===== config.mk =====
export PLATFORM = sky130hd
export DESIGN_NAME = cfd_div
export DESIGN_NICKNAME = d
export VERILOG_FILES = /design/src/rtl/core/cfd_pkg.sv /design/src/rtl/core/cfd_div.sv
export SDC_FILE = /design/constraint.sdc
export NUM_CORES = 1
export LEC_CHECK = 0
export BUFFER_PORTS_ARGS = -buffer_cell sky130_fd_sc_hd__buf_2
export CAP_MARGIN = 20
export CORE_MARGIN = 5
export CORE_UTILIZATION = 43
export CTS_CLUSTER_SIZE = 20
export DETAILED_ROUTE_END_ITERATION = 7
export PLACE_DENSITY_LB_ADDON = 0.2
export SYNTH_ARGS = -nofsm -noshare
export SYNTH_HDL_FRONTEND = slang
export SYNTH_SLANG_ARGS = --single-unit

===== constraint.sdc =====
create_clock -name clk -period 4.3 [get_ports clk]
set_input_delay 0 -clock clk [delete_from_list [all_inputs] [get_ports clk]]
set_output_delay 0 -clock clk [all_outputs]
set_load 0.02 [all_outputs]

===== src/rtl/core/cfd_pkg.sv =====
// ----------------------------------------------------------------------------
// cfd_pkg
// Shared types and constants of the clock synced feedback delay.
// ----------------------------------------------------------------------------
package cfd_pkg;

  localparam int MUL_W = 34;
  localparam int DIV_NW = 41;
  localparam int DIV_DW = 49;

  localparam logic [31:0] EXP2_COEF [6] = '{
    32'd1073741824, 32'd744261118, 32'd257941248,
    32'd59597083, 32'd10327388, 32'd1431680
  };

  localparam logic [27:0] TIMER_MAX = 28'hFFFFFFF;
  localparam logic [27:0] PERIOD_RESET = 28'd44100;
  localparam logic signed [15:0] TRIG_ON = 16'sd4096;
  localparam logic signed [15:0] TRIG_OFF = 16'sd204;
  localparam logic [19:0] TIME_SCALE = 20'd870822;
  localparam logic signed [23:0] PITCH_BASE = 24'sd653126;
  localparam logic signed [33:0] WET_LIMIT = 34'sd3276800;
  localparam logic [48:0] RAW_MAX = 49'h1_0000_0000_0000;
  localparam logic [24:0] PHASE_ONE = 25'h100_0000;
  // ceil(2^21 / 5), exact floor(u / 5) for u below 2^21 / 3
  localparam logic [19:0] DIV5_RECIP = 20'd419431;

  localparam logic [17:0] SAMPLE_RATE_RST = 18'd44100;
  localparam logic [15:0] TIME_KNOB_RST = 16'd44218;
  localparam logic [15:0] FEEDBACK_KNOB_RST = 16'd32768;

  typedef enum logic [2:0] {
    REG_SAMPLE_RATE = 3'd0,
    REG_TIME_KNOB = 3'd1,
    REG_FEEDBACK_KNOB = 3'd2,
    REG_TIME_CV_AMOUNT = 3'd3,
    REG_FEEDBACK_CV_AMOUNT = 3'd4
  } reg_index_t;

  typedef struct packed {
    logic start;
    logic [DIV_NW-1:0] dividend;
    logic [DIV_DW-1:0] divisor;
  } div_req_t;

  function automatic logic signed [2*MUL_W-1:0] rnd_shift(
    input logic signed [2*MUL_W-1:0] x, input int unsigned s);
    logic signed [2*MUL_W-1:0] y;
    y = x + ((2*MUL_W)'(1) << (s - 1));
    return y >>> s;
  endfunction

endpackage


===== src/rtl/core/cfd_div.sv =====
// ----------------------------------------------------------------------------
// cfd_div
// Shared unsigned restoring divider, one quotient bit per cycle.
// ----------------------------------------------------------------------------
module cfd_div import cfd_pkg::*; (
  input  logic clk,
  input  logic rst,
  input  div_req_t req,
  output logic [DIV_NW-1:0] quo,
  output logic done
);

  logic [DIV_DW-1:0] rem;
  logic [DIV_DW-1:0] dvs;
  logic [5:0] cnt;
  logic busy;
  logic [DIV_DW:0] trial;

  assign trial = {rem, quo[DIV_NW-1]};

  always_ff @(posedge clk) begin
    if (rst) begin
      busy <= 1'b0;
      done <= 1'b0;
      cnt <= '0;
    end else begin
      done <= 1'b0;
      if (req.start) begin
        rem <= '0;
        quo <= req.dividend;
        dvs <= req.divisor;
        cnt <= 6'(DIV_NW);
        busy <= 1'b1;
      end else if (busy) begin
        if (trial >= {1'b0, dvs}) begin
          rem <= DIV_DW'(trial - {1'b0, dvs});
          quo <= {quo[DIV_NW-2:0], 1'b1};
        end else begin
          rem <= trial[DIV_DW-1:0];
          quo <= {quo[DIV_NW-2:0], 1'b0};
        end
        cnt <= cnt - 6'd1;
        if (cnt == 6'd1) begin
          busy <= 1'b0;
          done <= 1'b1;
        end
      end
    end
  end

endmodule


==> results_tabular.tex, run 1 <==
\begin{tabular}{lr}
\hline
Metric & Value \\
\hline
\multicolumn{2}{l}{\textbf{Timing}} \\
\quad Max-slew violation count & 0 \\
\quad Unrepaired setup endpoints after global routing & no \\
\quad Setup violation total in the final timing report & 0 \\
\quad Summed negative setup slack over all endpoints & 0 ps \\
\quad Clock period minus worst slack & 3690 ps \\
\quad Final number of hold-violating endpoints & 0 \\
\quad Slew Limit Headroom & 46.6\% \\
\quad Clk\_skew & 15.7 ps \\
\quad Worst Hold Margin & 176 ps \\
\quad Worst slew pin tran & 800 ps \\
\quad Peak Freq & 271 MHz \\
\quad Final period util & 85.9\% \\
\multicolumn{2}{l}{\textbf{Logic synthesis}} \\
\quad Post-synthesis instance area & 8950 um\^{}2 \\
\quad Number of synthesized flops with an enable pin & 139 \\
\quad Post-synth top area share & 46.7\% \\
\quad Sequential element share of the synthesized area & 48.4\% \\
\quad Synthesis-stage register bit count & 147 \\
\quad Asr flop ratio synth & 0\% \\
\quad Mean area per synthesized cell & 11.1 um\^{}2 \\
\quad Cell taking the most area after synthesis & sky130\_fd\_sc\_hd\_\_edfxtp\_1 \\
\quad Total nets after synthesis & 950 \\
\quad Syn Inst Count & 805 \\
\quad Most instantiated flip-flop cell in the synthesis netlist & sky130\_fd\_sc\_hd\_\_edfxtp\_1 \\
\quad Number of synthesis warnings & 0 \\
\quad Ranking of synthesized cells by area & sky130\_fd\_sc\_hd\_\_edfxtp\_1, sky130\_fd\_sc\_hd\_\_ha\_1, sky130\_fd\_sc\_hd\_\_mux2\_2 \\
\quad Library cells used by synthesis & 74 \\
\multicolumn{2}{l}{\textbf{Setup path}} \\
\quad Source of the critical timing path & quo[40] \\
\quad Critical path required time & 4470 ps \\
\quad Crit end category & register \\
\quad Gate family responsible for the most delay along the worst path & compound AO/OA/AOI/OAI gates \\
\quad Worst Path Class, Setup & reg -> reg \\
\quad Slowest cell on crit path & sky130\_fd\_sc\_hd\_\_o31ai\_2 \\
\quad Crit path buf inv count & 3 \\
\quad Critical Path, Cell by Cell & inv\_1 > ha\_1 > inv\_1 > fa\_1 > a21oi\_1 > o22ai\_1 > o21a\_1 > o21ai\_1 > o31ai\_2 > a31oi\_4 > o31ai\_4 > buf\_4 > mux2i\_1 > nor2\_1 \\
\quad Maximum cell stage delay along the critical path & 520 ps \\
\quad Data arrival time of the critical path & 3870 ps \\
\quad Crit-path most repeated cell & sky130\_fd\_sc\_hd\_\_inv\_1 \\
\quad Largest fanout on the critical path & 24 \\
\quad Crit Reg-Reg Startpoint & quo[40] \\
\quad Kind of start point of the critical path & register \\
\multicolumn{2}{l}{\textbf{Detailed routing}} \\
\quad Number of routed nets with antenna violations & 0 \\
\quad Vias & 6,799 \\
\quad Total length of routed wires & 21.3 mm \\
\quad Router iterations before antenna repair & 5 \\
\quad Number of remaining DRC errors & 0 \\
\quad Average wire length per cell after detail routing & 16.4 um \\
\quad Violation count after the first detailed-routing iteration & 336 \\
\quad Vias per cell & 5.21 \\
\multicolumn{2}{l}{\textbf{Cells and area}} \\
\quad Commonest cells after routing, fill and taps aside & sky130\_fd\_sc\_hd\_\_edfxtp\_1, sky130\_fd\_sc\_hd\_\_buf\_2, sky130\_fd\_sc\_hd\_\_dlygate4sd3\_1 \\
\quad Filler Cells Inserted & 1,732 \\
\quad Commonest non-fill, non-tap cell in the layout & sky130\_fd\_sc\_hd\_\_edfxtp\_1 \\
\quad Area Overhead vs Synth & 26.4\% \\
\quad Diodes inserted & 0 \\
\quad Fraction of final layout cells with drive strength greater than 1 & 23.5\% \\
\quad Layout net count & 1,166 \\
\multicolumn{2}{l}{\textbf{Die}} \\
\quad Y dimension of the die & 154 um \\
\quad Std-Cell Core Area & 20,400 um\^{}2 \\
\quad Starting Density & 43.9\% \\
\quad Die width & 154 um \\
\quad IO Count & 135 \\
\quad Num rows & 52 \\
\quad Die Footprint & 23,800 um\^{}2 \\
\multicolumn{2}{l}{\textbf{Global routing}} \\
\quad Largest net degree at the start of global routing & 62 \\
\quad Number of antenna violations at the first check in global routing & 0 \\
\quad Vias in the first global route & 7,103 \\
\quad Final global-route overflow total & 0 \\
\quad Wire length of the first global-routing pass & 35.1 mm \\
\quad Total global routing track utilization & 18.0\% \\
\multicolumn{2}{l}{\textbf{Placed design}} \\
\quad IO Port Bufs & 134 \\
\quad HPWL after DPL & 14.9 mm \\
\quad Gp weighted congestion & 0.871 \\
\multicolumn{2}{l}{\textbf{CTS}} \\
\quad Clock latency on the worst-skew pair & 440 ps \\
\quad H-tree lvl count & 4 \\
\quad Setup Fix Bufs, Post-CTS & 0 \\
\quad \# resized after CTS & 0 \\
\quad Number of hold-repair buffers added at the cts stage & 91 \\
\quad TritonCTS clock tree & done \\
\quad Longest Clk Path Bufs & 2 \\
\quad Number of buffers inserted during clock tree synthesis & 17 \\
\quad Clock input transition at the sequential cells of the worst setup and hold paths & 70 ps \\
\quad Clock tree root driver cell & sky130\_fd\_sc\_hd\_\_clkbuf\_16 \\
\quad CTS sink cnt & 147 \\
\multicolumn{2}{l}{\textbf{Worst hold path}} \\
\quad Min-delay src & req[90] \\
\quad Type of the tightest min-delay check & in -> reg \\
\multicolumn{2}{l}{\textbf{Job}} \\
\quad Maxcap violations & 0 \\
\multicolumn{2}{l}{\textbf{Pwr}} \\
\quad Total power density per cell area & 402 nW/um\^{}2 \\
\quad PnR Total Power & 0.00455 W \\
\quad Leakage component of the power & 4.76 nW \\
\quad IR Drop Worst-Case VDD & 0.000263 V \\
\multicolumn{2}{l}{\textbf{Run status}} \\
\quad Outcome & finished, final reports clean \\
\hline
\end{tabular}
## routing by layer
metal	share of wire [%]	vias to the layer above	global-route usage [%]	wire [um]
met3	5.2	29	4.72	1110
li1	-	3386	-	-
met4	1.4	0	5.63	300
met2	47	159	29.1	10000
met1	46	3225	23.8	9920
met5	0	-	0	0
## synth_stat cells (3+ instances only)
cell and count:
sky130_fd_sc_hd__nor2b_1 8, sky130_fd_sc_hd__a21boi_0 4, sky130_fd_sc_hd__clkbuf_8 3, sky130_fd_sc_hd__clkbuf_1 14, sky130_fd_sc_hd__dfxtp_1 8, sky130_fd_sc_hd__buf_4 4
sky130_fd_sc_hd__nand2b_1 6, sky130_fd_sc_hd__ha_1 51, sky130_fd_sc_hd__a21o_1 19, sky130_fd_sc_hd__xor2_1 20, sky130_fd_sc_hd__inv_1 65, sky130_fd_sc_hd__mux2i_1 34
sky130_fd_sc_hd__or3_1 4, sky130_fd_sc_hd__nor2_1 85, sky130_fd_sc_hd__nand2_1 37, sky130_fd_sc_hd__o21bai_1 12, sky130_fd_sc_hd__xnor2_1 29, sky130_fd_sc_hd__edfxtp_1 139
sky130_fd_sc_hd__a211oi_2 10, sky130_fd_sc_hd__and3_1 3, sky130_fd_sc_hd__nor3_1 14, sky130_fd_sc_hd__buf_2 3, sky130_fd_sc_hd__buf_6 6, sky130_fd_sc_hd__a211oi_1 4
sky130_fd_sc_hd__nand4_1 18, sky130_fd_sc_hd__o21ai_0 28, sky130_fd_sc_hd__o21ai_1 4, sky130_fd_sc_hd__o2111ai_1 4, sky130_fd_sc_hd__o311ai_0 3, sky130_fd_sc_hd__mux2_2 40
sky130_fd_sc_hd__a21oi_1 59, sky130_fd_sc_hd__nand3_1 7, sky130_fd_sc_hd__o21a_1 8, sky130_fd_sc_hd__a22o_1 3
## final cells by class
| class | instances | area (um^2) | share of cell area (%) |
|---|---|---|---|
| inverter | 65 | 244 | 2.16 |
| timing repair buffer | 231 | 1640 | 14.5 |
| clock buffer | 17 | 425 | 3.76 |
| tap | 270 | 338 | 2.99 |
| clock inverter | 15 | 185 | 1.64 |
| sequential | 147 | 4330 | 38.3 |
| multi-input combinational | 559 | 4140 | 36.6 |
## path summary, 6_finish.rpt
| path | endpoint | slack, ps | cells after the start |
|---|---|---|---|
| worst max-delay path | rem[23] | 610 | 14 |
| worst min-delay path | cnt[5] | 180 | 3 |
| worst max register to register | rem[23] | 610 | 14 |
| worst min register to register | cnt[1] | 500 | 2 |
## where the power goes
| part | internal, W | switching, W | leakage (nW) |
|---|---|---|---|
| clock network | 0.000787 | 0.000723 | 0.292 |
| logic | 0.000553 | 0.000695 | 3.07 |
| registers | 0.00173 | 0.0000614 | 1.40 |
| total | 0.00307 | 0.00148 | 4.76 |
## kinds of logic after synthesis
group                    synth area share (%)
flip-flops                               48.4
AND/OR/NAND/NOR                          11.1
multiplexers                             8.84
buffers and inverters                    5.41
adder cells (fa/ha/maj)                  7.36
XOR/XNOR                                 4.80
AO/OA/AOI/OAI                            14.0
## per-stage QoR
step	setup WS, ps	std cells	util, %	instance area [um^2]
floorplan	1020	805	-	8950
global placement	630	1181	48.1	9790
detailed placement	605	1181	48.1	9790
CTS	573	1304	55.5	11300
global route	301	1304	55.5	11300
finish	607	1304	55.5	11300
## state kept, by name (all words and copies together), names as in the netlist
name / count
dvs: 49
rem: 49
quo: 41
cnt: 6
busy: 1
done: 1
## worst register-to-register path: stages (launching register included)
cell	delay, ps
sky130_fd_sc_hd__edfxtp_1	370
sky130_fd_sc_hd__inv_1	50
sky130_fd_sc_hd__ha_1	200
sky130_fd_sc_hd__inv_1	70
sky130_fd_sc_hd__fa_1	210
sky130_fd_sc_hd__a21oi_1	100
sky130_fd_sc_hd__o22ai_1	220
sky130_fd_sc_hd__o21a_1	210
sky130_fd_sc_hd__o21ai_1	140
sky130_fd_sc_hd__o31ai_2	520
sky130_fd_sc_hd__a31oi_4	230
sky130_fd_sc_hd__o31ai_4	320
sky130_fd_sc_hd__buf_4	410
sky130_fd_sc_hd__mux2i_1	300
sky130_fd_sc_hd__nor2_1	70
(Power assumes the default switching activity.)
==> run 2, diff against run 1 <==
==> constraint.sdc (replaced) <==
create_clock -name clk -period 4.6 [get_ports clk]
set_input_delay 0 -clock clk [delete_from_list [all_inputs] [get_ports clk]]
set_output_delay 0 -clock clk [all_outputs]
set_load 0.02 [all_outputs]
==> results_tabular.tex, run 2 (synthesis gave the netlist of run 1 again) <==
\begin{tabular}{lr}
\hline
Metric & Value \\
\hline
\multicolumn{2}{l}{\textbf{Global routing}} \\
\quad Vias in the first global route & 7,138 (+0.49\%) \\
\quad Final global-route overflow total & 0 (unchanged) \\
\quad Largest net degree at the start of global routing & 53 (-15\%) \\
\quad Total global routing track utilization & 17.9\% (-0.14 points) \\
\quad Wire length of the first global-routing pass & 35.1 mm (-0.20\%) \\
\quad Number of antenna violations at the first check in global routing & 0 (unchanged) \\
\multicolumn{2}{l}{\textbf{Setup path}} \\
\quad Worst Path Class, Setup & reg -> reg \\
\quad Kind of start point of the critical path & register \\
\quad Crit path buf inv count & 3 (unchanged) \\
\quad Gate family responsible for the most delay along the worst path & compound AO/OA/AOI/OAI gates \\
\quad Crit-path most repeated cell & sky130\_fd\_sc\_hd\_\_inv\_1 \\
\quad Slowest cell on crit path & sky130\_fd\_sc\_hd\_\_o31ai\_4 \\
\quad Critical Path, Cell by Cell & inv\_1 > ha\_1 > inv\_1 > fa\_1 > a21oi\_1 > o22ai\_1 > o21a\_1 > o21ai\_1 > o31ai\_2 > a31oi\_4 > o31ai\_4 > buf\_12 > mux2i\_1 > nor2\_1 \\
\quad Crit end category & register \\
\quad Setup slack of the worst register-to-register path & 820 ps (+210 ps) \\
\quad Maximum cell stage delay along the critical path & 520 ps (about the same) \\
\quad Critical path required time & 4760 ps (+290 ps) \\
\quad Data arrival time of the critical path & 3950 ps (+80 ps) \\
\quad Largest fanout on the critical path & 24 (unchanged) \\
\multicolumn{2}{l}{\textbf{Detailed routing}} \\
\quad Average wire length per cell after detail routing & 16.2 um (-0.95\%) \\
\quad Met2 layer wire length in the routed design & 9.80 mm (-2.1\%) \\
\quad Vias & 6,790 (-0.13\%) \\
\quad Number of routed nets with antenna violations & 0 (unchanged) \\
\quad Routed length on met3 & 1.18 mm (+6.4\%) \\
\quad Violation count after the first detailed-routing iteration & 327 (-2.7\%) \\
\quad Vias per cell & 5.20 (-0.21\%) \\
\quad Met1 Routed Length & 9.94 mm (+0.23\%) \\
\quad Router iterations before antenna repair & 4 (-1) \\
\quad Top layer in use & met4 \\
\quad Total length of routed wires & 21.2 mm (-0.88\%) \\
\quad Number of remaining DRC errors & 0 (unchanged) \\
\multicolumn{2}{l}{\textbf{Cells and area}} \\
\quad Regs by FF count & dvs (49), rem (49), quo (41) \\
\quad Diodes inserted & 0 (unchanged) \\
\quad Area taken by flip-flops and latches & 4330 um\^{}2 (unchanged) \\
\quad Commonest cells after routing, fill and taps aside & sky130\_fd\_sc\_hd\_\_edfxtp\_1, sky130\_fd\_sc\_hd\_\_buf\_2, sky130\_fd\_sc\_hd\_\_dlygate4sd3\_1 \\
\quad Layout net count & 1,167 (+0.086\%) \\
\quad Area of the multi-input gates & 4140 um\^{}2 (unchanged) \\
\quad Filler Cells Inserted & 1,751 (+1.1\%) \\
\quad Fraction of final layout cells with drive strength greater than 1 & 23.5\% (about the same) \\
\quad Cell area after layout & 11,300 um\^{}2 (+0.30\%) \\
\quad Commonest non-fill, non-tap cell in the layout & sky130\_fd\_sc\_hd\_\_edfxtp\_1 \\
\quad Area Overhead vs Synth & 26.8\% \\
\multicolumn{2}{l}{\textbf{CTS}} \\
\quad CTS sink cnt & 147 (unchanged) \\
\quad Clock tree root driver cell & sky130\_fd\_sc\_hd\_\_clkbuf\_16 \\
\quad H-tree lvl count & 4 (unchanged) \\
\quad Number of buffers inserted during clock tree synthesis & 17 (unchanged) \\
\quad Longest Clk Path Bufs & 2 (unchanged) \\
\quad Clock input transition at the sequential cells of the worst setup and hold paths & 70 ps (about the same) \\
\quad Setup Fix Bufs, Post-CTS & 0 (unchanged) \\
\quad TritonCTS clock tree & done \\
\quad Clock latency on the worst-skew pair & 430 ps (about the same) \\
\multicolumn{2}{l}{\textbf{Die}} \\
\quad Starting Density & 43.9\% (unchanged) \\
\quad Num rows & 52 (unchanged) \\
\quad Y dimension of the die & 154 um (unchanged) \\
\quad IO Count & 135 (unchanged) \\
\quad Die width & 154 um (unchanged) \\
\quad Die Footprint & 23,800 um\^{}2 (unchanged) \\
\quad Std-Cell Core Area & 20,400 um\^{}2 (unchanged) \\
\multicolumn{2}{l}{\textbf{Pwr}} \\
\quad IR Drop Worst-Case VDD & 0.000251 V (-4.5\%) \\
\quad Leakage component of the power & 4.78 nW (+0.44\%) \\
\quad Total power density per cell area & 380 nW/um\^{}2 (-5.5\%) \\
\quad PnR Total Power & 0.00431 W (-5.2\%) \\
\multicolumn{2}{l}{\textbf{Timing}} \\
\quad Clk\_skew & 9.62 ps (-6.07 ps) \\
\quad Max-slew violation count & 0 (unchanged) \\
\quad Final number of hold-violating endpoints & 0 (unchanged) \\
\quad PnR worst setup slack & 817 ps (+210 ps) \\
\quad Peak Freq & 264 MHz (-2.4\%) \\
\quad Worst slew pin tran & 701 ps (-98.8 ps) \\
\quad Final period util & 82.2\% (-3.6 points) \\
\quad Slew Limit Headroom & 53.2\% (+6.6 points) \\
\quad Clock period minus worst slack & 3780 ps (+90.4 ps) \\
\quad Setup violation total in the final timing report & 0 (unchanged) \\
\quad Summed negative setup slack over all endpoints & 0 ps (unchanged) \\
\quad Unrepaired setup endpoints after global routing & no \\
\multicolumn{2}{l}{\textbf{Worst hold path}} \\
\quad Type of the tightest min-delay check & in -> reg \\
\multicolumn{2}{l}{\textbf{Placed design}} \\
\quad HPWL after DPL & 15.0 mm (+0.62\%) \\
\quad IO Port Bufs & 134 (unchanged) \\
\quad Cell area after placement & 9820 um\^{}2 (+0.33\%) \\
\quad Gp weighted congestion & 0.872 (+0.14\%) \\
\quad Pre-CTS setup slack & 865 ps (+260 ps) \\
\multicolumn{2}{l}{\textbf{Run status}} \\
\quad Outcome & finished, final reports clean \\
\multicolumn{2}{l}{\textbf{Job}} \\
\quad Maxcap violations & 0 (unchanged) \\
\hline
\end{tabular}
==> run 2: where the power goes <==
group / total [W] / switching, W / internal [W]
clock network: 0.00146 / 0.000629 / 0.000829
registers: 0.00167 / 0.0000560 / 0.00161
logic: 0.00118 / 0.000658 / 0.000522
==> run 2: worst paths after layout <==
kind | startpoint | to | depth (start not counted)
worst min register to register | cnt[1] | cnt[1] | 2
worst min-delay path | req[90] | cnt[5] | 3
worst max register to register | quo[40] | rem[23] | 14
worst max-delay path | quo[40] | rem[23] | 14
==> run 2: metal layers <==
layer | GRT usage [%] | up-vias
met5 | 0 | -
met4 | 3.95 | 0
met3 | 5.25 | 23
met2 | 29.3 | 150
met1 | 23.6 | 3232
li1 | - | 3385
==> run 2: tightest hold or removal path: cells and delay by family <==
kind                   cells  cell delay [ps]
buffers and inverters      1              300
and+or+nand+nor            2              210
==> run 2: cell type report <==
class                   instances  area share (%)
clock buffers                  18            3.78
clock inverters                14            1.61
inverters                      65            2.15
multi-input cells             559            36.5
flip-flops and latches        147            38.2
well taps                     270            2.98
repair buffers                232            14.8
==> run 2: metrics by stage <==
step	instances	utilization, %	hold WS (ps)
after floorplan	805	-	98.9
after global placement	1181	48.1	177
after detailed placement	1182	48.2	178
after CTS	1305	55.7	110
after global routing	1305	55.7	139
final	1305	55.7	122
==> run 2: timing repair <==
item	in CTS	in global routing
resized for setup	0	0
endpoints found under the hold margin	97	0
endpoints found under the setup margin	0	0
hold buffers	91	0
